## src/sv/teseq_pkg.sv

```systemverilog
`timescale 1ns / 1ps
`default_nettype none
// ----------------------------------------------------------------------------
// teseq_pkg
// Shared constants for the terminal escape sequence decoder: key codes,
// byte codes and sizes of the recorded-byte store.
// ----------------------------------------------------------------------------
package teseq_pkg;

  localparam int SEEN_MAX = 16;
  localparam int SEEN_AW  = $clog2(SEEN_MAX);
  localparam int SEEN_CW  = $clog2(SEEN_MAX + 1);

  typedef logic [3:0] kind_t;

  localparam kind_t K_UP      = 4'd0;
  localparam kind_t K_DOWN    = 4'd1;
  localparam kind_t K_RIGHT   = 4'd2;
  localparam kind_t K_LEFT    = 4'd3;
  localparam kind_t K_HOME    = 4'd4;
  localparam kind_t K_END     = 4'd5;
  localparam kind_t K_BACKTAB = 4'd6;
  localparam kind_t K_DEL     = 4'd7;
  localparam kind_t K_PGUP    = 4'd8;
  localparam kind_t K_PGDN    = 4'd9;
  localparam kind_t K_META    = 4'd10;
  localparam kind_t K_ALT     = 4'd11;
  localparam kind_t K_UNKNOWN = 4'd12;

  localparam logic [7:0] CH_ESC   = 8'h1B;
  localparam logic [7:0] CH_LBRK  = 8'h5B;
  localparam logic [7:0] CH_O     = 8'h4F;
  localparam logic [7:0] CH_ZERO  = 8'h30;
  localparam logic [7:0] CH_NINE  = 8'h39;
  localparam logic [7:0] CH_TILDE = 8'h7E;
  localparam logic [7:0] FIN_LO   = 8'h40;
  localparam logic [7:0] FIN_HI   = 8'h7E;
  localparam logic [7:0] BODY_LO  = 8'h20;
  localparam logic [7:0] BODY_HI  = 8'h3F;

endpackage
`default_nettype wire

```

## src/sv/terminal_escape_sequence_decoder.sv

```systemverilog
`timescale 1ns / 1ps
`default_nettype none
// ----------------------------------------------------------------------------
// terminal_escape_sequence_decoder
// Decodes the bytes that follow an ESC into key transactions.
//
// Input stream: s_tdata carries one terminal byte, s_tuser flags a timeout
// (byte ignored). Output stream: m_tdata carries the value byte, m_tuser the
// key kind and a value-valid flag, m_tlast closes the run of one input.
// A decoded key or Meta/Alt byte appears on the output register in the
// cycle after its input transaction; a byte that only extends a sequence
// gives no output. An unknown sequence is replayed from the 16-entry byte
// store byte by byte: a store read, then an output load that waits for a
// free output. One input is in flight at a time; s_tready is low while a
// run drains or while a finished result waits on m_tready, and a stalled
// output holds its transaction.
// Reset (rst, synchronous) returns to the after-ESC state with an empty
// store and no output pending; no clearing pass is needed.
// ----------------------------------------------------------------------------
module terminal_escape_sequence_decoder (
  input  wire        clk,
  input  wire        rst,
  input  wire        s_tvalid,
  output logic       s_tready,
  input  wire  [7:0] s_tdata,   // [7:0] byte_req
  input  wire        s_tuser,   // [0] timeout
  output logic       m_tvalid,
  input  wire        m_tready,
  output logic [7:0] m_tdata,   // [7:0] value
  output logic [4:0] m_tuser,   // [3:0] kind, [4] value_valid
  output logic       m_tlast
);
  import teseq_pkg::*;

  typedef enum logic [1:0] {MODE_ESC, MODE_CSI, MODE_SS3} mode_t;
  typedef enum logic [1:0] {ST_IDLE, ST_READ, ST_EMIT} state_t;

  logic [7:0]         seen_mem [SEEN_MAX];
  logic [7:0]         rdata;

  mode_t              mode, mode_next;
  state_t             state;
  logic [1:0]         body_count, body_count_next;
  logic [SEEN_CW-1:0] seen_count, seen_count_next;
  logic [7:0]         body_first, body_first_next;
  logic [SEEN_AW-1:0] idx;
  logic [SEEN_CW-1:0] run_len, run_len_next;

  logic               emit, drain, we;
  kind_t              o_kind;
  logic [7:0]         o_value;
  logic               o_vv;
  logic [SEEN_AW-1:0] waddr;
  logic [7:0]         wdata;

  logic               accept, out_free, rec_ok, out_load;
  logic [7:0]         b;

  assign out_free = !m_tvalid || m_tready;
  assign s_tready = (state == ST_IDLE) && out_free;
  assign accept   = s_tvalid && s_tready;
  assign b        = s_tdata;
  assign rec_ok   = seen_count < SEEN_CW'(SEEN_MAX);
  assign out_load = (accept && emit) || (state == ST_EMIT && out_free);

  always_comb begin
    emit            = 1'b0;
    drain           = 1'b0;
    we              = 1'b0;
    o_kind          = K_UNKNOWN;
    o_value         = 8'h00;
    o_vv            = 1'b0;
    waddr           = seen_count[SEEN_AW-1:0];
    wdata           = b;
    mode_next       = mode;
    body_count_next = body_count;
    seen_count_next = seen_count;
    body_first_next = body_first;
    run_len_next    = seen_count;
    case (mode)
      MODE_SS3: begin
        if (s_tuser) begin
          emit = 1'b1; o_kind = K_META; o_value = CH_O; o_vv = 1'b1;
        end else begin
          emit = 1'b1;
          case (b)
            8'h41:   o_kind = K_UP;
            8'h42:   o_kind = K_DOWN;
            8'h43:   o_kind = K_RIGHT;
            8'h44:   o_kind = K_LEFT;
            8'h48:   o_kind = K_HOME;
            8'h46:   o_kind = K_END;
            default: begin
              // 'O' already sits in entry 0
              emit         = 1'b0;
              drain        = 1'b1;
              we           = 1'b1;
              waddr        = SEEN_AW'(1);
              run_len_next = SEEN_CW'(2);
            end
          endcase
        end
      end
      MODE_CSI: begin
        if (s_tuser) begin
          if (body_count == 2'd0) begin
            emit = 1'b1; o_kind = K_META; o_value = CH_LBRK; o_vv = 1'b1;
          end else begin
            drain = 1'b1;
          end
        end else if (b >= BODY_LO && b <= BODY_HI) begin
          if (body_count != 2'd3) body_count_next = body_count + 2'd1;
          if (body_count == 2'd0) body_first_next = b;
          if (rec_ok) begin
            we              = 1'b1;
            seen_count_next = seen_count + SEEN_CW'(1);
          end
        end else begin
          if (b >= FIN_LO && b <= FIN_HI) begin
            if (body_count == 2'd0) begin
              emit = 1'b1;
              case (b)
                8'h41:   o_kind = K_UP;
                8'h42:   o_kind = K_DOWN;
                8'h43:   o_kind = K_RIGHT;
                8'h44:   o_kind = K_LEFT;
                8'h46:   o_kind = K_END;
                8'h48:   o_kind = K_HOME;
                8'h5A:   o_kind = K_BACKTAB;
                default: emit = 1'b0;
              endcase
            end else if (body_count == 2'd1 && b == CH_TILDE) begin
              emit = 1'b1;
              case (body_first)
                8'h31, 8'h37: o_kind = K_HOME;
                8'h34, 8'h38: o_kind = K_END;
                8'h33:        o_kind = K_DEL;
                8'h35:        o_kind = K_PGUP;
                8'h36:        o_kind = K_PGDN;
                default:      emit = 1'b0;
              endcase
            end
          end
          if (!emit) begin
            drain = 1'b1;
            if (rec_ok) begin
              we           = 1'b1;
              run_len_next = seen_count + SEEN_CW'(1);
            end
          end
        end
      end
      default: begin
        if (s_tuser) begin
          emit = 1'b1;
        end else if (b == CH_ESC) begin
          emit = 1'b0;
        end else if (b == CH_LBRK) begin
          we              = 1'b1;
          waddr           = '0;
          mode_next       = MODE_CSI;
          seen_count_next = SEEN_CW'(1);
        end else if (b == CH_O) begin
          we        = 1'b1;
          waddr     = '0;
          mode_next = MODE_SS3;
        end else if (b >= CH_ZERO && b <= CH_NINE) begin
          emit = 1'b1; o_kind = K_ALT; o_value = b - CH_ZERO; o_vv = 1'b1;
        end else begin
          emit = 1'b1; o_kind = K_META; o_value = b; o_vv = 1'b1;
        end
      end
    endcase
    if (emit || drain) begin
      mode_next       = MODE_ESC;
      body_count_next = 2'd0;
      seen_count_next = '0;
    end
  end

  always_ff @(posedge clk) begin
    if (accept && we) seen_mem[waddr] <= wdata;
    rdata <= seen_mem[idx];
  end

  always_ff @(posedge clk) begin
    if (rst) begin
      state      <= ST_IDLE;
      mode       <= MODE_ESC;
      body_count <= 2'd0;
      seen_count <= '0;
      m_tvalid   <= 1'b0;
      idx        <= '0;
    end else begin
      if (out_load) m_tvalid <= 1'b1;
      else if (m_tready) m_tvalid <= 1'b0;
      case (state)
        ST_IDLE: begin
          if (accept) begin
            mode       <= mode_next;
            body_count <= body_count_next;
            seen_count <= seen_count_next;
            body_first <= body_first_next;
            if (emit) begin
              m_tdata  <= o_value;
              m_tuser  <= {o_vv, o_kind};
              m_tlast  <= 1'b1;
            end
            if (drain) begin
              run_len <= run_len_next;
              idx     <= '0;
              state   <= ST_READ;
            end
          end
        end
        ST_READ: state <= ST_EMIT;
        ST_EMIT: begin
          if (out_free) begin
            m_tdata  <= rdata;
            m_tuser  <= {1'b1, K_UNKNOWN};
            m_tlast  <= ({1'b0, idx} + SEEN_CW'(1)) == run_len;
            if (({1'b0, idx} + SEEN_CW'(1)) == run_len) begin
              state <= ST_IDLE;
            end else begin
              idx   <= idx + SEEN_AW'(1);
              state <= ST_READ;
            end
          end
        end
        default: state <= ST_IDLE;
      endcase
    end
  end

endmodule
`default_nettype wire

```

## config.mk

```make
export PLATFORM = sky130hd
export DESIGN_NAME = terminal_escape_sequence_decoder
export DESIGN_NICKNAME = d
export VERILOG_FILES = /design/src/sv/teseq_pkg.sv /design/src/sv/terminal_escape_sequence_decoder.sv
export SDC_FILE = /design/constraint.sdc
export NUM_CORES = 1
export LEC_CHECK = 0
export ABC_AREA = 1
export BUFFER_PORTS_ARGS = -buffer_cell sky130_fd_sc_hd__buf_2
export CORE_MARGIN = 3
export CORE_UTILIZATION = 45
export DETAILED_ROUTE_END_ITERATION = 12
export HOLD_SLACK_MARGIN = 0.1
export PLACE_DENSITY = 0.58
export SYNTH_ARGS = -nofsm -noshare
export SYNTH_HDL_FRONTEND = slang
export SYNTH_SLANG_ARGS = --single-unit
```

## constraint.sdc

```tcl
create_clock -name clk -period 3.4 [get_ports clk]
set_input_delay 0.85 -clock clk [delete_from_list [all_inputs] [get_ports clk]]
set_output_delay 0.85 -clock clk [all_outputs]
set_load 0.1 [all_outputs]
```

==> run summary, run 1 <==
share of the synthesized area in the top cell type = 57.5%
area added between synthesis and finish = 14.7%
Hold Crit Class = reg2reg
vias in the first global route = 5441
Initial Util = 46.3%
DR vias/cell = 5.54
Starting DRT DRC Count = 746
ANT nets after route = 0
fmax = 0.340 GHz
Placer Congestion = 0.969
Setup crit end kind = flip-flop
WS Path Type = in2reg
cts hold-fix bufs = 0
Clock Latency Late Sink = 0.44 ns
Synth Flop Type = edfxtp_1
Die H = 140 um
total track usage = 20.8%
global-route wire length before repair = 31100 um
crit-path cells = buf_2, inv_1, ha_1, nand2_4, inv_1, nand2_1, nand2_1, nor2_4, nand2_1, nand2_1, o21ai_1, or2_2, a21oi_2, nand2_1, nor2_1, buf_4
CP Buf/Inv Count = 4
post-synthesis instance area = 8100 um2
total grt overflow = 0
# Post-CTS Setup Buffers = 0
Post-Syn Instances = 755
initial antenna violation count = 0
CTS H-tree depth = 4
status = finished clean
CTS tree = yes
top-count cell post-synth = edfxtp_1
Bufs on Longest Clock Path = 2
Worst Path Max Fanout = 8
CTS resizes = 0
crit path time final = 2.94 ns
Post-DP HPWL = 14300 um
Fin Setup TNS = 0 ns
CP delay by family, top = simple AND/OR/NAND/NOR gates
Port-buffer cells = 28
Peak supply drop = 0.000440 V
DR WL/cell = 19.3 um
vias after detailed routing = 5836
Commonest cells post-synth = edfxtp_1, nor2_1, nand2_1
syn_area_per_cell = 10.7 um2
Final Cycle Share = 86.4%
Final Slew Violations = 0
worst-margin pin slew = 0.587 ns
Data arrival, critical path = 3.08 ns
# DRC = 0
Pre-antenna DRT Iters = 5
leading post-synthesis cells by cell area = edfxtp_1, nor2_1, dfxtp_1, nand2_1, o21ai_0
final setup fails = 0
n_diodes = 0
slew margin rel. = 60.5%
Yosys reg bits = 179
Max Cap Violations = 0
Num CTS Buffers = 17
full die area = 19600 um2
Syn Nets = 779
Layout Nets = 839
final core utilization = 53.2%
post-synthesis sequential area ratio = 63.4%
RSZ-0062 raised after global routing = false
Core Rows = 48
Required @ worst endpoint = 3.54 ns
critical path launch point type = input port
synthesis warning total = 0
most frequent CP cell = nand2_1
dpl cells = 1021
Post-synth EDFFs = 155
largest area contributor in the netlist = edfxtp_1
DRT Wirelength = 20300 um
die width = 140 um
Pleak = 3.42 nW
CP peak stage delay = 0.33 ns
Reg clk slew, reported paths = 0.06 ns
Final Hold Viols = 0
Core ar. = 17500 um2
Synth async-reset ratio = 0%
largest net degree at the start of global routing = 66
TritonCTS Sinks = 179
Layout Cells excl Fill = 1053
total power draw = 5.19 mW
Power Density = 558 nW/um2
Critical-path top delay cell = or2_2
I/O Pins = 29
Clock Skew = 0.0117 ns
CTS Root Cell = clkbuf_16
fraction of layout cells with a size suffix above 1 = 15.6%
synth unique cells = 41
[worst min-delay path: cells and delay by family, from the launching register on]
| family | cells | cell delay [ns] |
|---|---|---|
| AND/OR/NAND/NOR | 2 | 0.15 |
| flip-flops | 1 | 0.33 |
[cells in the final DEF, fill, tap and decap left out, drive strengths merged, types with 7 or more instances in the layout]
| master | netlist | layout |
|---|---|---|
| a21oi | 11 | 11 |
| buf | 8 | 71 |
| clkbuf | 22 | 18 |
| clkinv | 7 | 12 |
| dfxtp | 24 | 24 |
| edfxtp | 155 | 155 |
| ha | 11 | 11 |
| inv | 55 | 61 |
| mux2i | 22 | 22 |
| nand2 | 109 | 109 |
| nand3 | 44 | 44 |
| nor2 | 135 | 135 |
| nor3 | 15 | 15 |
| o211ai | 9 | 9 |
| o21ai | 67 | 67 |
| o221ai | 24 | 24 |
| o32ai | 9 | 9 |
| xor2 | 7 | 7 |
[sequential cells by signal, indices dropped and copies added (netlist names)]
name and count:
run_len 5, m_tuser 5, body_count 2, mode 2, idx 4, body_first 8, state 2, m_tvalid 1
rdata 8, m_tlast 1, seen_mem 128, m_tdata 8, seen_count 5
[routing by layer]
layer / vias up / routed length [um] / global-route usage [%]
li1: 2792 / - / -
met1: 2783 / 9620 / 31.5
met2: 228 / 9010 / 30.5
met3: 33 / 1270 / 3.48
met4: 0 / 378 / 7.24
met5: - / 0 / 0
[final cells by class]
class / count / area (um2)
well taps: 225 / 282
flip-flops and latches: 179 / 5140
repair buffers: 71 / 475
inverters: 62 / 234
clock inverters: 14 / 129
fillers: 1512 / 8180
clock buffers: 18 / 429
multi-input cells: 484 / 2610
[power by group]
part | total [mW] | internal, mW | switching, mW
clock | 1.88 | 1.02 | 0.857
combinational | 0.804 | 0.215 | 0.589
sequential | 2.51 | 2.47 | 0.0360
total | 5.19 | 3.71 | 1.48
[metrics by stage]
stage,hold slack [ns],setup slack (ns),cell area [um2]
2_1_floorplan,0.478,0.0218,8100
3_3_place_gp,0.479,0.0723,8730
3_5_place_dp,0.502,0.0475,8730
4_1_cts,0.512,0.488,9290
5_1_grt,0.522,0.292,9290
6_report,0.509,0.461,9290
[cells by family after synthesis]
kind of cell	Yosys count	synth area share (%)
xor gates and xnor gates	9	0.973
and+or+nand+nor	310	16.5
muxes	22	2.72
AOI/OAI and AO/OA	132	10.3
adders and majority gates	11	1.70
DFF	179	63.4
buffers and inverters	92	4.46
[path summary, 6_finish.rpt]
path | from | end | slack (ns) | cells after the start
hold / removal | idx[1] | idx[1] | 0.51 | 2
setup reg to reg | mode[0] | seen_mem[0][2] | 0.76 | 10
setup / recovery | s_tdata[4] | seen_mem[0][2] | 0.46 | 16
hold reg to reg | idx[1] | idx[1] | 0.51 | 2
No activity file was read; power rests on OpenSTA's default activity.
==> run 2: changes to the inputs <==
RECOVER_POWER = 100   (was unset)
SLEW_MARGIN = 20   (was unset)
==> run summary, run 2 (synthesis results as in run 1) <==
vias in the first global route = 5441 (unchanged)
DR WL/cell = 19.4 um (+0.76%)
area added between synthesis and finish = 13.0%
cts hold-fix bufs = 0 (unchanged)
total power draw = 5.16 mW (-0.46%)
Final Slew Violations = 0 (unchanged)
r2r worst-path depth = 7 (-3)
CTS Root Cell = clkbuf_16
Final Cycle Share = 90.2% (+3.8 points)
largest register by flop count = seen_mem
Worst Path Max Fanout = 8 (unchanged)
Clock Latency Late Sink = 0.43 ns (about the same)
Power Density = 564 nW/um2 (+1.1%)
Die H = 140 um (unchanged)
RSZ-0062 raised after global routing = false
# Post-CTS Setup Buffers = 0 (unchanged)
Hold Crit Class = reg2reg
Core ar. = 17500 um2 (unchanged)
CTS resizes = 0 (unchanged)
Core Rows = 48 (unchanged)
slew margin rel. = 20.0% (-40 points)
status = finished clean
full die area = 19600 um2 (unchanged)
Critical-path top delay cell = clkbuf_1
crit path time final = 3.07 ns (+0.128 ns)
Setup crit end kind = flip-flop
Starting DRT DRC Count = 780 (+4.6%)
most common cell after layout, fill and taps aside = edfxtp_1
ANT nets after route = 0 (unchanged)
CTS H-tree depth = 4 (unchanged)
Placer Congestion = 0.969 (unchanged)
Reg clk slew, reported paths = 0.07 ns (about the same)
# DRC = 0 (unchanged)
critical path launch point type = input port
Post-DP HPWL = 14300 um (unchanged)
total track usage = 20.8% (unchanged)
Data arrival, critical path = 3.21 ns (+0.13 ns)
CP peak stage delay = 0.38 ns (+0.05 ns)
crit-path cells = clkbuf_1, inv_1, nand2_2, nor2_1, nand2_1, nand2_1, nor2_4, nand2_1, nand2_1, o21ai_1, or2_2, a21oi_2, nand2_1, nor2_1, buf_4
Fin Setup TNS = 0 ns (unchanged)
final core utilization = 52.4% (-0.80 points)
Num CTS Buffers = 17 (unchanged)
Max Cap Violations = 0 (unchanged)
vias after detailed routing = 5912 (+1.3%)
Reg2Reg Setup Slack = 0.41 ns (-0.35 ns)
Reg2Reg Launch Point = idx[0]
Layout Nets = 839 (unchanged)
fraction of layout cells with a size suffix above 1 = 10.3% (-5.3 points)
Bufs on Longest Clock Path = 2 (unchanged)
DRT Wirelength = 20400 um (+0.76%)
Pre-antenna DRT Iters = 5 (unchanged)
Pleak = 3.29 nW (-3.9%)
Critical Path Sink = seen_mem[0][2]
WS Path Type = in2reg
initial antenna violation count = 0 (unchanged)
most frequent cells in the layout = edfxtp_1, nor2_1, nand2_1, o21ai_0, inv_1
CP startpoint = s_tdata[0]
I/O Pins = 29 (unchanged)
Port-buffer cells = 28 (unchanged)
Peak supply drop = 0.000442 V (+0.34%)
CTS tree = yes
final setup fails = 0 (unchanged)
most frequent CP cell = nand2_1
Clock Skew = 0.0123 ns (+0.000528 ns)
largest net degree at the start of global routing = 66 (unchanged)
Initial Util = 46.3% (unchanged)
fmax = 0.326 GHz (-4.2%)
global-route wire length before repair = 31100 um (unchanged)
DR vias/cell = 5.61 (+1.3%)
n_diodes = 0 (unchanged)
Required @ worst endpoint = 3.54 ns (about the same)
total grt overflow = 0 (unchanged)
Final Hold Viols = 0 (unchanged)
TritonCTS Sinks = 179 (unchanged)
worst-margin pin slew = 1.20 ns (+0.613 ns)
worst reg2reg endpoint = rdata[2]
die width = 140 um (unchanged)
max reg flops = 128 (unchanged)
## run 2: cell types whose count changed in the layout (fill, tap and decap cells not counted), sizes merged
cell / before / now
buf: 71 / 24
clkbuf: 18 / 65
## run 2: area by class of cell
class                      instances  area [um2]
inverter                          62         234
multi-input combinational        484        2590
clock buffer                      18         429
fill                            1538        8320
tap                              225         282
clock inverter                    14         129
timing repair buffer              71         358
sequential                       179        5130
## run 2: where the power goes
group | internal (mW) | switching [mW] | total, mW
clock network | 1.02 | 0.854 | 1.87
registers | 2.47 | 0.0366 | 2.51
logic | 0.196 | 0.585 | 0.782
total | 3.69 | 1.48 | 5.16
## run 2: worst min-delay path by stage
stage | cells past startpoint | slack [ns] | from | end
final | 2 | 0.52 | idx[1] | idx[1]
after detailed placement | 2 | 0.50 | idx[1] | idx[1]
after global placement | 2 | 0.48 | idx[1] | idx[1]
after CTS | 2 | 0.51 | idx[1] | idx[1]
after global routing | 2 | 0.54 | idx[1] | idx[1]
after floorplan | 2 | 0.48 | body_count[1] | body_count[1]
## run 2: stage by stage
| stage | cells | hold WS, ns | instance area, um2 | worst slack (ns) |
|---|---|---|---|---|
| after global placement | 1021 | 0.479 | 8730 | 0.0723 |
| after floorplan | 755 | 0.478 | 8100 | 0.0218 |
| after detailed placement | 1021 | 0.502 | 8730 | 0.0475 |
| after CTS | 1053 | 0.512 | 9290 | 0.488 |
| after global routing | 1053 | 0.537 | 9150 | 0.150 |
| final | 1053 | 0.522 | 9150 | 0.333 |
## run 2: routing by layer
layer	up-vias	share of wire, %	global-route usage, %
met5	-	0	0
met4	0	1.8	7.24
met3	33	6.4	3.48
met2	246	44	30.5
met1	2843	47	31.5
li1	2790	-	-
## run 2: critical path, delay by kind of cell
kind                   cells  cell delay, ns
AOI/OAI and AO/OA          2            0.24
and+or+nand+nor           10            1.37
buffers and inverters      3            0.74
